--- config.mk ---
export PLATFORM = sky130hd
export DESIGN_NAME = cuckoo_hash_insert
export DESIGN_NICKNAME = d
export VERILOG_FILES = /design/src/design/chi_pkg.sv /design/src/design/chi_ram.sv /design/src/design/chi_mod.sv /design/src/design/cuckoo_hash_insert.sv
export SDC_FILE = /design/constraint.sdc
export NUM_CORES = 1
export LEC_CHECK = 0
export ABC_CLOCK_PERIOD_IN_PS = 3200
export BUFFER_PORTS_ARGS = -buffer_cell sky130_fd_sc_hd__buf_2
export CAP_MARGIN = 20
export CORE_MARGIN = 2
export CORE_UTILIZATION = 55
export DETAILED_ROUTE_END_ITERATION = 12
export PLACE_DENSITY_LB_ADDON = 0.12
export SLEW_MARGIN = 10
export SYNTH_ARGS = -nofsm -noshare
export SYNTH_HDL_FRONTEND = slang
export SYNTH_SLANG_ARGS = --single-unit
--- constraint.sdc ---
create_clock -name clk -period 3.2 [get_ports clk]
set_input_delay 0 -clock clk [delete_from_list [all_inputs] [get_ports clk]]
set_output_delay 0 -clock clk [all_outputs]
set_load 0.02 [all_outputs]
--- src/design/chi_pkg.sv ---
// ----------------------------------------------------------------------------
// chi_pkg: shared constants, microcode table and control types
// Widths of the key and limit fields, the modulo stepping constants, and
// the read-only control program that sequences one insertion.
// ----------------------------------------------------------------------------
package chi_pkg;

  localparam int KEY_W       = 31;
  localparam int LIMIT_W     = 4;
  localparam logic [LIMIT_W-1:0] LIMIT_RESET = 4'd4;

  // Remainder unit: eight key bits per step, four steps cover a padded key.
  localparam int MOD_BITS    = 8;
  localparam int MOD_STEPS   = 4;
  localparam int MOD_W       = MOD_BITS * MOD_STEPS;
  localparam int MOD_CNT_W   = $clog2(MOD_STEPS);

  // Program steps
  localparam int STEP_W      = 3;
  localparam logic [STEP_W-1:0] S_IDLE   = 3'd0;
  localparam logic [STEP_W-1:0] S_MOD    = 3'd1;
  localparam logic [STEP_W-1:0] S_PROBE  = 3'd2;
  localparam logic [STEP_W-1:0] S_DECIDE = 3'd3;
  localparam logic [STEP_W-1:0] S_OK     = 3'd4;
  localparam logic [STEP_W-1:0] S_FAIL   = 3'd5;
  localparam logic [STEP_W-1:0] S_CLEAR  = 3'd6;

  // Datapath actions
  localparam int ACT_W       = 3;
  localparam logic [ACT_W-1:0] A_NONE    = 3'd0;
  localparam logic [ACT_W-1:0] A_ACCEPT  = 3'd1;
  localparam logic [ACT_W-1:0] A_MOD     = 3'd2;
  localparam logic [ACT_W-1:0] A_PROBE   = 3'd3;
  localparam logic [ACT_W-1:0] A_SWAP    = 3'd4;
  localparam logic [ACT_W-1:0] A_POST_OK = 3'd5;
  localparam logic [ACT_W-1:0] A_POST_NG = 3'd6;
  localparam logic [ACT_W-1:0] A_CLEAR   = 3'd7;

  // Branch conditions
  localparam int COND_W      = 3;
  localparam logic [COND_W-1:0] C_ALWAYS     = 3'd0;
  localparam logic [COND_W-1:0] C_IN_VALID   = 3'd1;
  localparam logic [COND_W-1:0] C_MOD_LAST   = 3'd2;
  localparam logic [COND_W-1:0] C_LIMIT      = 3'd3;
  localparam logic [COND_W-1:0] C_SLOT_FREE  = 3'd4;
  localparam logic [COND_W-1:0] C_OUT_FREE   = 3'd5;
  localparam logic [COND_W-1:0] C_CLEAR_LAST = 3'd6;

  typedef struct packed {
    logic [ACT_W-1:0]  act;
    logic [COND_W-1:0] cond;
    logic [STEP_W-1:0] on_true;
    logic [STEP_W-1:0] on_false;
  } chi_uword_t;

  function automatic chi_uword_t chi_urom(input logic [STEP_W-1:0] step);
    chi_uword_t w;
    case (step)
      S_IDLE:   w = '{A_ACCEPT,  C_IN_VALID,   S_MOD,   S_IDLE};
      S_MOD:    w = '{A_MOD,     C_MOD_LAST,   S_PROBE, S_MOD};
      S_PROBE:  w = '{A_PROBE,   C_LIMIT,      S_FAIL,  S_DECIDE};
      S_DECIDE: w = '{A_SWAP,    C_SLOT_FREE,  S_OK,    S_PROBE};
      S_OK:     w = '{A_POST_OK, C_OUT_FREE,   S_IDLE,  S_OK};
      S_FAIL:   w = '{A_POST_NG, C_OUT_FREE,   S_IDLE,  S_FAIL};
      S_CLEAR:  w = '{A_CLEAR,   C_CLEAR_LAST, S_IDLE,  S_CLEAR};
      default:  w = '{A_NONE,    C_ALWAYS,     S_IDLE,  S_IDLE};
    endcase
    return w;
  endfunction

endpackage

--- src/design/chi_ram.sv ---
// ----------------------------------------------------------------------------
// chi_ram: generic simple dual-port RAM
// One write port and one read port; read data is registered.
// ----------------------------------------------------------------------------
module chi_ram #(
  parameter int WIDTH = 8,
  parameter int DEPTH = 16
) (
  input  logic                     clk,
  input  logic                     we,
  input  logic [$clog2(DEPTH)-1:0] waddr,
  input  logic [WIDTH-1:0]         wdata,
  input  logic [$clog2(DEPTH)-1:0] raddr,
  output logic [WIDTH-1:0]         rdata
);

  logic [WIDTH-1:0] mem [DEPTH];

  always_ff @(posedge clk) begin
    if (we) begin
      mem[waddr] <= wdata;
    end
    rdata <= mem[raddr];
  end

endmodule

--- src/design/chi_mod.sv ---
// ----------------------------------------------------------------------------
// chi_mod: key remainder by a constant table size
// Restoring reduction, MSB first, a byte of the key per step.
// ----------------------------------------------------------------------------
module chi_mod #(
  parameter int DIVISOR = 8
) (
  input  logic                       clk,
  input  logic                       load,
  input  logic                       step,
  input  logic [chi_pkg::KEY_W-1:0]  key,
  output logic [$clog2(DIVISOR)-1:0] rem
);
  import chi_pkg::*;

  localparam int RW = $clog2(DIVISOR);
  localparam logic [RW:0] DW = (RW+1)'(DIVISOR);

  logic [MOD_W-1:0] sr;
  logic [RW-1:0]    acc;
  logic [RW:0]      r;

  // Shift in one bit, subtract the divisor when the partial value reaches it.
  always_comb begin
    r = {1'b0, acc};
    for (int i = 0; i < MOD_BITS; i++) begin
      r = {r[RW-1:0], sr[MOD_W-1-i]};
      if (r >= DW) begin
        r = r - DW;
      end
    end
    rem = r[RW-1:0];
  end

  always_ff @(posedge clk) begin
    if (load) begin
      sr  <= MOD_W'(key);
      acc <= '0;
    end else if (step) begin
      sr  <= sr << MOD_BITS;
      acc <= rem;
    end
  end

endmodule

--- src/design/cuckoo_hash_insert.sv ---
// ----------------------------------------------------------------------------
// cuckoo_hash_insert: two-table cuckoo hash insertion
// Microcoded sequencer driving two table RAMs and two remainder units.
// ----------------------------------------------------------------------------
// Usage:
//   Input channel in_valid/in_ready carries one key per request. Each key
//   is inserted into table one at key mod FIRST_SIZE; an occupied slot is
//   taken over and the evicted key moves to the other table at its own slot,
//   alternating, until a free slot is found or max_placements placements
//   have been made. One result per request on out_valid/out_ready: placed,
//   and dropped_key (the key left without a slot, zero when placed).
//   Steps: an accept step, the remainder steps, then per placement a table
//   read and then a write-and-decide step, and a final post step. Giving
//   up costs one more read step. One key is in flight at a time.
//   Reset: a clearing pass writes every table entry empty, one row per cycle,
//   and in_ready stays low throughout the pass.
//   max_placements resets to 4 and is written through cfg_we/cfg_data.
//   Stall: a finished result waits in the output register; the block holds
//   its post step until that register drains, while an idle block still
//   takes the next request as soon as the result is queued.
// ----------------------------------------------------------------------------
module cuckoo_hash_insert #(
  parameter int FIRST_SIZE  = 8,
  parameter int SECOND_SIZE = 16
) (
  input  logic                        clk,
  input  logic                        rst,
  input  logic                        in_valid,
  output logic                        in_ready,
  input  logic [chi_pkg::KEY_W-1:0]   key,
  output logic                        out_valid,
  input  logic                        out_ready,
  output logic                        placed,
  output logic [chi_pkg::KEY_W-1:0]   dropped_key,
  input  logic                        cfg_we,
  input  logic [chi_pkg::LIMIT_W-1:0] cfg_data
);
  import chi_pkg::*;

  localparam int S1W  = $clog2(FIRST_SIZE);
  localparam int S2W  = $clog2(SECOND_SIZE);
  // Entry layout: {valid, key, table-one slot, table-two slot}
  localparam int EW   = 1 + KEY_W + S1W + S2W;
  localparam int MAXS = (FIRST_SIZE > SECOND_SIZE) ? FIRST_SIZE : SECOND_SIZE;
  localparam int CLW  = $clog2(MAXS);

  // Sequencer
  logic [STEP_W-1:0] pc;
  logic [STEP_W-1:0] pc_next;
  chi_uword_t        uw;
  logic              cond_hit;

  // Datapath registers
  logic [LIMIT_W-1:0]   max_placements;
  logic [LIMIT_W-1:0]   tries;
  logic [MOD_CNT_W-1:0] mod_cnt;
  logic [KEY_W-1:0]     carried;
  logic [S1W-1:0]       slot1;
  logic [S2W-1:0]       slot2;
  logic                 in_first;
  logic [CLW-1:0]       clr_idx;

  // Remainder units
  logic [S1W-1:0] rem1;
  logic [S2W-1:0] rem2;

  // Table ports
  logic           we1, we2;
  logic [S1W-1:0] waddr1;
  logic [S2W-1:0] waddr2;
  logic [EW-1:0]  wdata1, wdata2, entry;
  logic [EW-1:0]  rdata1, rdata2, rd;
  logic           rd_valid;
  logic [KEY_W-1:0] rd_key;
  logic [S1W-1:0] rd_s1;
  logic [S2W-1:0] rd_s2;
  logic           clr_in1, clr_in2;

  // Action decode
  logic act_accept, act_mod, act_swap, act_post, act_clear;
  logic out_free, accept, post_fire;

  assign uw         = chi_urom(pc);
  assign act_accept = (uw.act == A_ACCEPT);
  assign act_mod    = (uw.act == A_MOD);
  assign act_swap   = (uw.act == A_SWAP);
  assign act_post   = (uw.act == A_POST_OK) || (uw.act == A_POST_NG);
  assign act_clear  = (uw.act == A_CLEAR);

  assign in_ready  = act_accept;
  assign accept    = in_valid && act_accept;
  assign out_free  = !out_valid || out_ready;
  assign post_fire = act_post && out_free;

  // Pick the entry read for the table the carried key is headed to.
  assign rd       = in_first ? rdata1 : rdata2;
  assign rd_valid = rd[EW-1];
  assign rd_key   = rd[EW-2 -: KEY_W];
  assign rd_s1    = rd[S1W+S2W-1 -: S1W];
  assign rd_s2    = rd[S2W-1:0];

  // Branch condition select
  always_comb begin
    case (uw.cond)
      C_ALWAYS:     cond_hit = 1'b1;
      C_IN_VALID:   cond_hit = in_valid;
      C_MOD_LAST:   cond_hit = (mod_cnt == MOD_CNT_W'(MOD_STEPS - 1));
      C_LIMIT:      cond_hit = (tries == max_placements);
      C_SLOT_FREE:  cond_hit = !rd_valid;
      C_OUT_FREE:   cond_hit = out_free;
      C_CLEAR_LAST: cond_hit = (clr_idx == CLW'(MAXS - 1));
      default:      cond_hit = 1'b0;
    endcase
    pc_next = cond_hit ? uw.on_true : uw.on_false;
  end

  // Table writes: clearing sweep, or store the carried key at its slot.
  assign clr_in1 = ({1'b0, clr_idx} < (CLW+1)'(FIRST_SIZE));
  assign clr_in2 = ({1'b0, clr_idx} < (CLW+1)'(SECOND_SIZE));
  assign entry   = {1'b1, carried, slot1, slot2};

  assign we1    = act_clear ? clr_in1 : (act_swap && in_first);
  assign we2    = act_clear ? clr_in2 : (act_swap && !in_first);
  assign waddr1 = act_clear ? clr_idx[S1W-1:0] : slot1;
  assign waddr2 = act_clear ? clr_idx[S2W-1:0] : slot2;
  assign wdata1 = act_clear ? '0 : entry;
  assign wdata2 = act_clear ? '0 : entry;

  chi_ram #(.WIDTH(EW), .DEPTH(FIRST_SIZE)) u_table1 (
    .clk   (clk),
    .we    (we1),
    .waddr (waddr1),
    .wdata (wdata1),
    .raddr (slot1),
    .rdata (rdata1)
  );

  chi_ram #(.WIDTH(EW), .DEPTH(SECOND_SIZE)) u_table2 (
    .clk   (clk),
    .we    (we2),
    .waddr (waddr2),
    .wdata (wdata2),
    .raddr (slot2),
    .rdata (rdata2)
  );

  chi_mod #(.DIVISOR(FIRST_SIZE)) u_mod1 (
    .clk  (clk),
    .load (accept),
    .step (act_mod),
    .key  (key),
    .rem  (rem1)
  );

  chi_mod #(.DIVISOR(SECOND_SIZE)) u_mod2 (
    .clk  (clk),
    .load (accept),
    .step (act_mod),
    .key  (key),
    .rem  (rem2)
  );

  // Control state
  always_ff @(posedge clk) begin
    if (rst) begin
      pc             <= S_CLEAR;
      clr_idx        <= '0;
      tries          <= '0;
      mod_cnt        <= '0;
      in_first       <= 1'b1;
      out_valid      <= 1'b0;
      max_placements <= LIMIT_RESET;
    end else begin
      pc <= pc_next;
      if (cfg_we) begin
        max_placements <= cfg_data;
      end
      if (act_clear) begin
        clr_idx <= clr_idx + 1'b1;
      end
      if (accept) begin
        tries    <= '0;
        mod_cnt  <= '0;
        in_first <= 1'b1;
      end
      if (act_mod) begin
        mod_cnt <= mod_cnt + 1'b1;
      end
      // Advance to the other table only when a key was evicted.
      if (act_swap && rd_valid) begin
        tries    <= tries + 1'b1;
        in_first <= !in_first;
      end
      if (post_fire) begin
        out_valid <= 1'b1;
      end else if (out_ready) begin
        out_valid <= 1'b0;
      end
    end
  end

  // Payload registers
  always_ff @(posedge clk) begin
    if (accept) begin
      carried <= key;
    end
    if (act_mod) begin
      slot1 <= rem1;
      slot2 <= rem2;
    end
    // Take over the evicted occupant along with both of its slots.
    if (act_swap && rd_valid) begin
      carried <= rd_key;
      slot1   <= rd_s1;
      slot2   <= rd_s2;
    end
    if (post_fire) begin
      placed      <= (uw.act == A_POST_OK);
      dropped_key <= (uw.act == A_POST_OK) ? '0 : carried;
    end
  end

endmodule
[After elaboration in Yosys (flattened, before gate mapping)]
Memory sizes are Yosys's and may differ from the RTL's. A register that Yosys moved wholly into a read port is not among the register bits.
Index checks and enable logic that the tools add are counted.
Cells by class
  magnitude comparators: 17
  reductions and logical operators: 16
  eq/ne operators: 21
  add/subtract/negate cells: 19
  muxes and demuxes: 47
Operators with widths (number)
  two-way mux 31 bit: 6
  one-hot mux 12 bit (7 select lines): 1
  two-way mux 39 bit: 2
  two-way mux 4 bit: 13
  greater-or-equal comparator 5 bit, second input constant: 8
  two-way mux 3 bit: 12
  greater-or-equal comparator 4 bit, second input constant: 8
  subtractor 4 x 1 -> 4 bit, second input constant: 8
  equality test 3 bit, second input constant: 10
  subtractor 3 x 1 -> 3 bit, second input constant: 8
  equality test 3 x 2 -> 1 bit, second input constant: 5
  two-way mux 1 bit: 10
  equality test 3 x 1 -> 1 bit, second input constant: 3
  adder 4 x 1 -> 4 bit, second input constant: 2
  nonzero test 2 bit: 4
  one-hot mux 1 bit (7 select lines): 1
  zero test 3 bit: 2
  logical AND 1 bit: 5
  equality test 4 bit: 1
  equality test 4 bit, second input constant: 1
  less-than comparator 4 bit, second input constant: 1
  two-way mux 2 bit: 2
  zero test 1 bit: 3
  adder 2 x 1 -> 2 bit, second input constant: 1
  2 further kinds: 3
Word-level totals
  memories: 2
  logic and storage cells: 140
  register bits after elaboration: 160
  output and inout bits: 34
  memory bits (writable): 936
  input port bits: 40
Memories
  u_table2.mem: depth 16, bits a word 39, read ports 1, clocked after memory_dff 1, write ports 1, RTL line chi_ram.sv:17  | logic [WIDTH-1:0] mem [DEPTH];
  u_table1.mem: depth 8, bits a word 39, read ports 1, clocked after memory_dff 1, write ports 1, RTL line chi_ram.sv:17

[Depth between registers and ports, before layout]
  word-level depth: 18
  mapped depth: 8
  gate-level depth less buffers: 5

[Hierarchy]
A second synthesis with hierarchy kept.
Second synthesis, totals
  cell total of the unflattened synthesis: 1984
  area, all modules: 42437.0 um^2
By module, submodules not included
  chi_ram (u_table2): cells each 1014, seq. area each 19518.7 um^2, times used 1, area each 24185.7 um^2
  chi_ram (u_table1): cells each 503, seq. area each 10149.7 um^2, times used 1, area each 12629.6 um^2
  cuckoo_hash_insert: cells each 399, seq. area each 2482.4 um^2, times used 1, area each 4349.2 um^2
  chi_mod (u_mod2): cells each 39, seq. area each 480.5 um^2, times used 1, area each 725.7 um^2
  chi_mod (u_mod1): cells each 29, seq. area each 360.3 um^2, times used 1, area each 546.8 um^2

[Worst setup path after synthesis]
OpenSTA, ideal clock, no wires.
  path kind: reg2reg
  start point: register slot2[0]
  end point: memory u_table2.mem[10][0] (netlist bit) (enable)
  slack: -279 ps
  setup time: 435 ps
  stages on the path, launching flop included: 8
  data required time: 2765 ps
  path buffers: 3
  period minus slack after synthesis: 3479 ps
  data arrival time: 3044 ps
  cell sequence: edfxtp_1 -> buf_6 -> buf_6 -> buf_6 -> nor4b_1 -> o21ai_1 -> or2_1 -> nor2_1
Between the ends
  cells in the longest elaborated chain, start to end: 1
Ends and longest elaborated chain
  start: declaration: RTL line cuckoo_hash_insert.sv:59  | logic [S2W-1:0] slot2;
  start signal: assignment: RTL line cuckoo_hash_insert.sv:209  | slot2 <= rem2;
  start signal: assignment: RTL line cuckoo_hash_insert.sv:215  | slot2 <= rd_s2;
  two-way mux 4 bit: RTL line cuckoo_hash_insert.sv:125  | assign waddr2 = act_clear ? clr_idx[S2W-1:0] : slot2;
  end: declaration: RTL line chi_ram.sv:17
Every way passes these cells.

[Worst setup path after layout]
  start point: register pc[0]
  end point: memory u_table2.mem[1][8] (netlist bit) (enable)
Between the ends
  cells in the longest elaborated chain, start to end: 7
  elaborated cells between the ends (all ways): 15
  those cells by class: eq/ne (8); mux (5); reduce/logical (2)
Ends and longest elaborated chain
  start: declaration: RTL line cuckoo_hash_insert.sv:48  | logic [STEP_W-1:0] pc;
  start signal: assignment: RTL line cuckoo_hash_insert.sv:174  | pc <= pc_next;
  equality test 3 bit (tied with other cells): RTL line chi_pkg.sv:58  | case (step)
  one-hot mux 12 bit (7 select lines) (*): RTL line chi_pkg.sv:58
  equality test 3 bit: RTL line cuckoo_hash_insert.sv:86  | assign act_swap = (uw.act == A_SWAP);
  logical AND 1 bit: RTL line cuckoo_hash_insert.sv:123  | assign we2 = act_clear ? clr_in2 : (act_swap && !in_first);
  two-way mux 1 bit: RTL line cuckoo_hash_insert.sv:123
  two-way mux 1 bit: RTL line chi_ram.sv:20  | if (we) begin
  two-way mux 1 bit (implied by the code): RTL line chi_ram.sv:21  | mem[waddr] <= wdata;
Every way passes the cells marked *; elsewhere a longest branch is shown, timed or not.

==> results.ini <==
[yosys]
ys_seq_area_share_pct=77.96
synthXorXnorAreaFrac_pct=0.1674
ys.flop_type=edfxtp_1
synth-compound-area-share_pct=2.269
synth.cell_area_mm2=0.04186
synth_nets=2113
synth_edf_count=1022
yosys_warnings=0
async_flop_share_pct=0
synth.area.mux_share_pct=13.77
synth.avg_cell_area_um2=20.22
synth_cell_types=45
synth-adder-area-share_pct=0.08968
ys_seq_elements=1119
synthCells=2070
synth_top_family_by_area=multiplexers
yosys.area_share.simple_pct=4.299

[power_and_ir_drop]
switching_share_pct=25.86
p_leak_nw=16.45
power_mw=38.82
pwr-share-clk_pct=32.9
p_comb_share_pct=14.7
powerDensity_mw_per_mm2=809.2
p_int_mw=28.78
seqPwrFrac_pct=52.4
power_switching_mw=10.04
vdd_drop_max_v=0.0006226

[clock_network]
hold_buffers=45
numCtsBuffers=108
path_clk_slew_ps=60
cts_tree=yes
cts_sinks=1119
root_buffer=clkbuf_16
cts_max_level=3
worstSkewPairLatency_ps=670
cts_resized=0
post_cts.repair.setup_buffers=0
cts_buffer_depth=3

[setup_path]
critical_path.slowest_cell=buf_4
cp_max_fo=29
startpoint_type=register
cp-end-kind=register
critical_path_class=register to register
cp.required_ps=3500
cp_cell_sequence=and3b_1 > inv_4 > mux2i_1 > nand3_1 > nor2_4 > buf_4
arrival_ps=2990
crit_family=simple AND/OR/NAND/NOR gates
slowest_delay_ps=570
crit_buf_inv=2

[job]
drv_cap=0

[hold_path]
hold_class=primary input to register

[sta]
max_freq_ghz=0.3708
drv_slew=0
min_period_over_period_pct=84.28
finalHoldViolations=0
setup_viol=0
worst_pin_slew_ps=1065
slew_headroom_pct=28.92
fin_crit_ps=2697
fin_skew_ps=20.67
grt_setup_unrepaired=no
fin_ws_ps=503.1

[detailed_routing]
routed_wl_um=96160
drcViolationCount=0
via_per_inst=6.168
wl_per_cell_um=28.82
first_pass_iters=5
via_count=20584
drt_iter0_markers=2371
antenna_left=0

[die]
rows=101
dieArea_mm2=0.07832
die_w_um=279.9
ios=74
dieHeight_um=279.9
coreArea_mm2=0.07570
initial_core_util_pct=55.30

[global_route]
grt-ovfl-total=0
grt_pass1_wl_um=140500
grt.total_usage_pct=25.11
grt_use_met2_pct=39.34
grtUsageMet3_pct=3.928
use_met1_pct=37.23
first_global_vias=20878
antenna_found_initial=0
grt_start_max_net_pins=97
grt_busiest_layer=met2

[cells_and_area]
syn_to_final_growth_pct=14.61
drive_gt1_share_pct=24.84
mostFrequentLayoutCell=edfxtp_1
layout_common_cells=edfxtp_1, mux4_2, nand2_1, clkbuf_16, dfxtp_1
insertedDiodeCount=0
fin_nets=2306

[place]
portBuffers=73
hpwl_um=54000
place_congestion=0.8320
dp_slack_ps=503.5

[status]
status=complete, no violations

-- cells in the mapped netlist, drive strengths merged, types with 3 or more instances --
| cell type | instances | share of area [%] |
|---|---|---|
| and2 | 41 | 0.61 |
| clkbuf | 57 | 0.51 |
| inv | 4 | 0.042 |
| mux2 | 4 | 0.11 |
| or2 | 3 | 0.045 |
| nor3 | 7 | 0.084 |
| buf | 58 | 0.88 |
| ha | 3 | 0.090 |
| a21oi | 49 | 0.59 |
| nor3b | 8 | 0.14 |
| edfxtp | 1022 | 73 |
| nand2b | 4 | 0.060 |
| mux2i | 45 | 1.1 |
| nor2 | 76 | 0.68 |
| nand3 | 5 | 0.060 |
| a31oi | 4 | 0.060 |
| nand2 | 200 | 1.8 |
| dfxtp | 97 | 4.6 |
| and3b | 3 | 0.063 |
| nor2b | 36 | 0.54 |
| a22oi | 79 | 1.4 |
| o21ai | 5 | 0.060 |
| mux4 | 234 | 13 |
| xor2 | 6 | 0.13 |
-- state kept, by name, summed over array words and instances (netlist names), 12 cells and up --
name            flops
u_table1.rdata     39
u_mod1.sr          12
u_table2.mem      624
dropped_key        31
carried            31
u_table2.rdata     39
u_table1.mem      312
-- per-layer routing --
metal	vias to the layer above	routed length, µm
met1	10975	40880
met2	814	45740
li1	8680	-
met3	115	7286
met4	0	2255
met5	-	0
-- worst register-to-register path: stages, from the launching register on --
cell	delay [ps]
dfxtp_1	320
and3b_1	210
inv_4	200
mux2i_1	350
nand3_1	400
nor2_4	240
buf_4	570
-- power by group through the flow --
| stage | registers [mW] | clock network [mW] | logic [mW] |
|---|---|---|---|
| floorplan | 20.5 | 0 | 2.90 |
| global placement | 20.5 | 0 | 5.58 |
| detailed placement | 20.6 | 0 | 5.71 |
| CTS | 20.3 | 13.0 | 5.77 |
| global route | 20.5 | 13.5 | 6.09 |
| finish | 20.3 | 12.8 | 5.71 |
-- path summary, 6_finish.rpt --
check	from	endpoint	depth (start not counted)	slack (ps)
setup reg to reg	pc[0]	u_table2.mem[1][8]	6	500
hold / removal	cfg_we	max_placements[2]	3	190
setup / recovery	pc[0]	u_table2.mem[1][8]	6	500
hold reg to reg	mod_cnt[1]	mod_cnt[1]	2	480
-- cell families (layout without fill, tap and decap cells) --
family / after synthesis / after routing
adders and majority gates: 3 / 3
and+or+nand+nor: 393 / 393
xor gates and xnor gates: 8 / 8
buffers and inverters: 120 / 409
AOI/OAI and AO/OA: 144 / 144
muxes: 283 / 283
DFF: 1119 / 1119
-- metrics by stage --
step                      setup TNS [ps]  instance area, µm²  hold slack (ps)  util [%]  std cells
after detailed placement               0               43920            214.5     58.02       3086
after global routing                   0               47970            193.3     63.37       3337
after floorplan                  -131410               41870            122.4         -       2070
final                                  0               47970            186.2     63.37       3337
after global placement                 0               43920            208.5     58.02       3086
after CTS                              0               47970            137.0     63.37       3337
-- area by class of cell --
class,count,area (µm²)
Clock buffer,153,3034
Clock inverter,53,568.0
Fill cell,5101,27720
Inverter,5,21.27
Multi-Input combinational cell,831,8848
Sequential cell,1119,32640
Tap cell,978,1224
Timing Repair Buffer,198,1642
(Power assumes the default switching activity.)
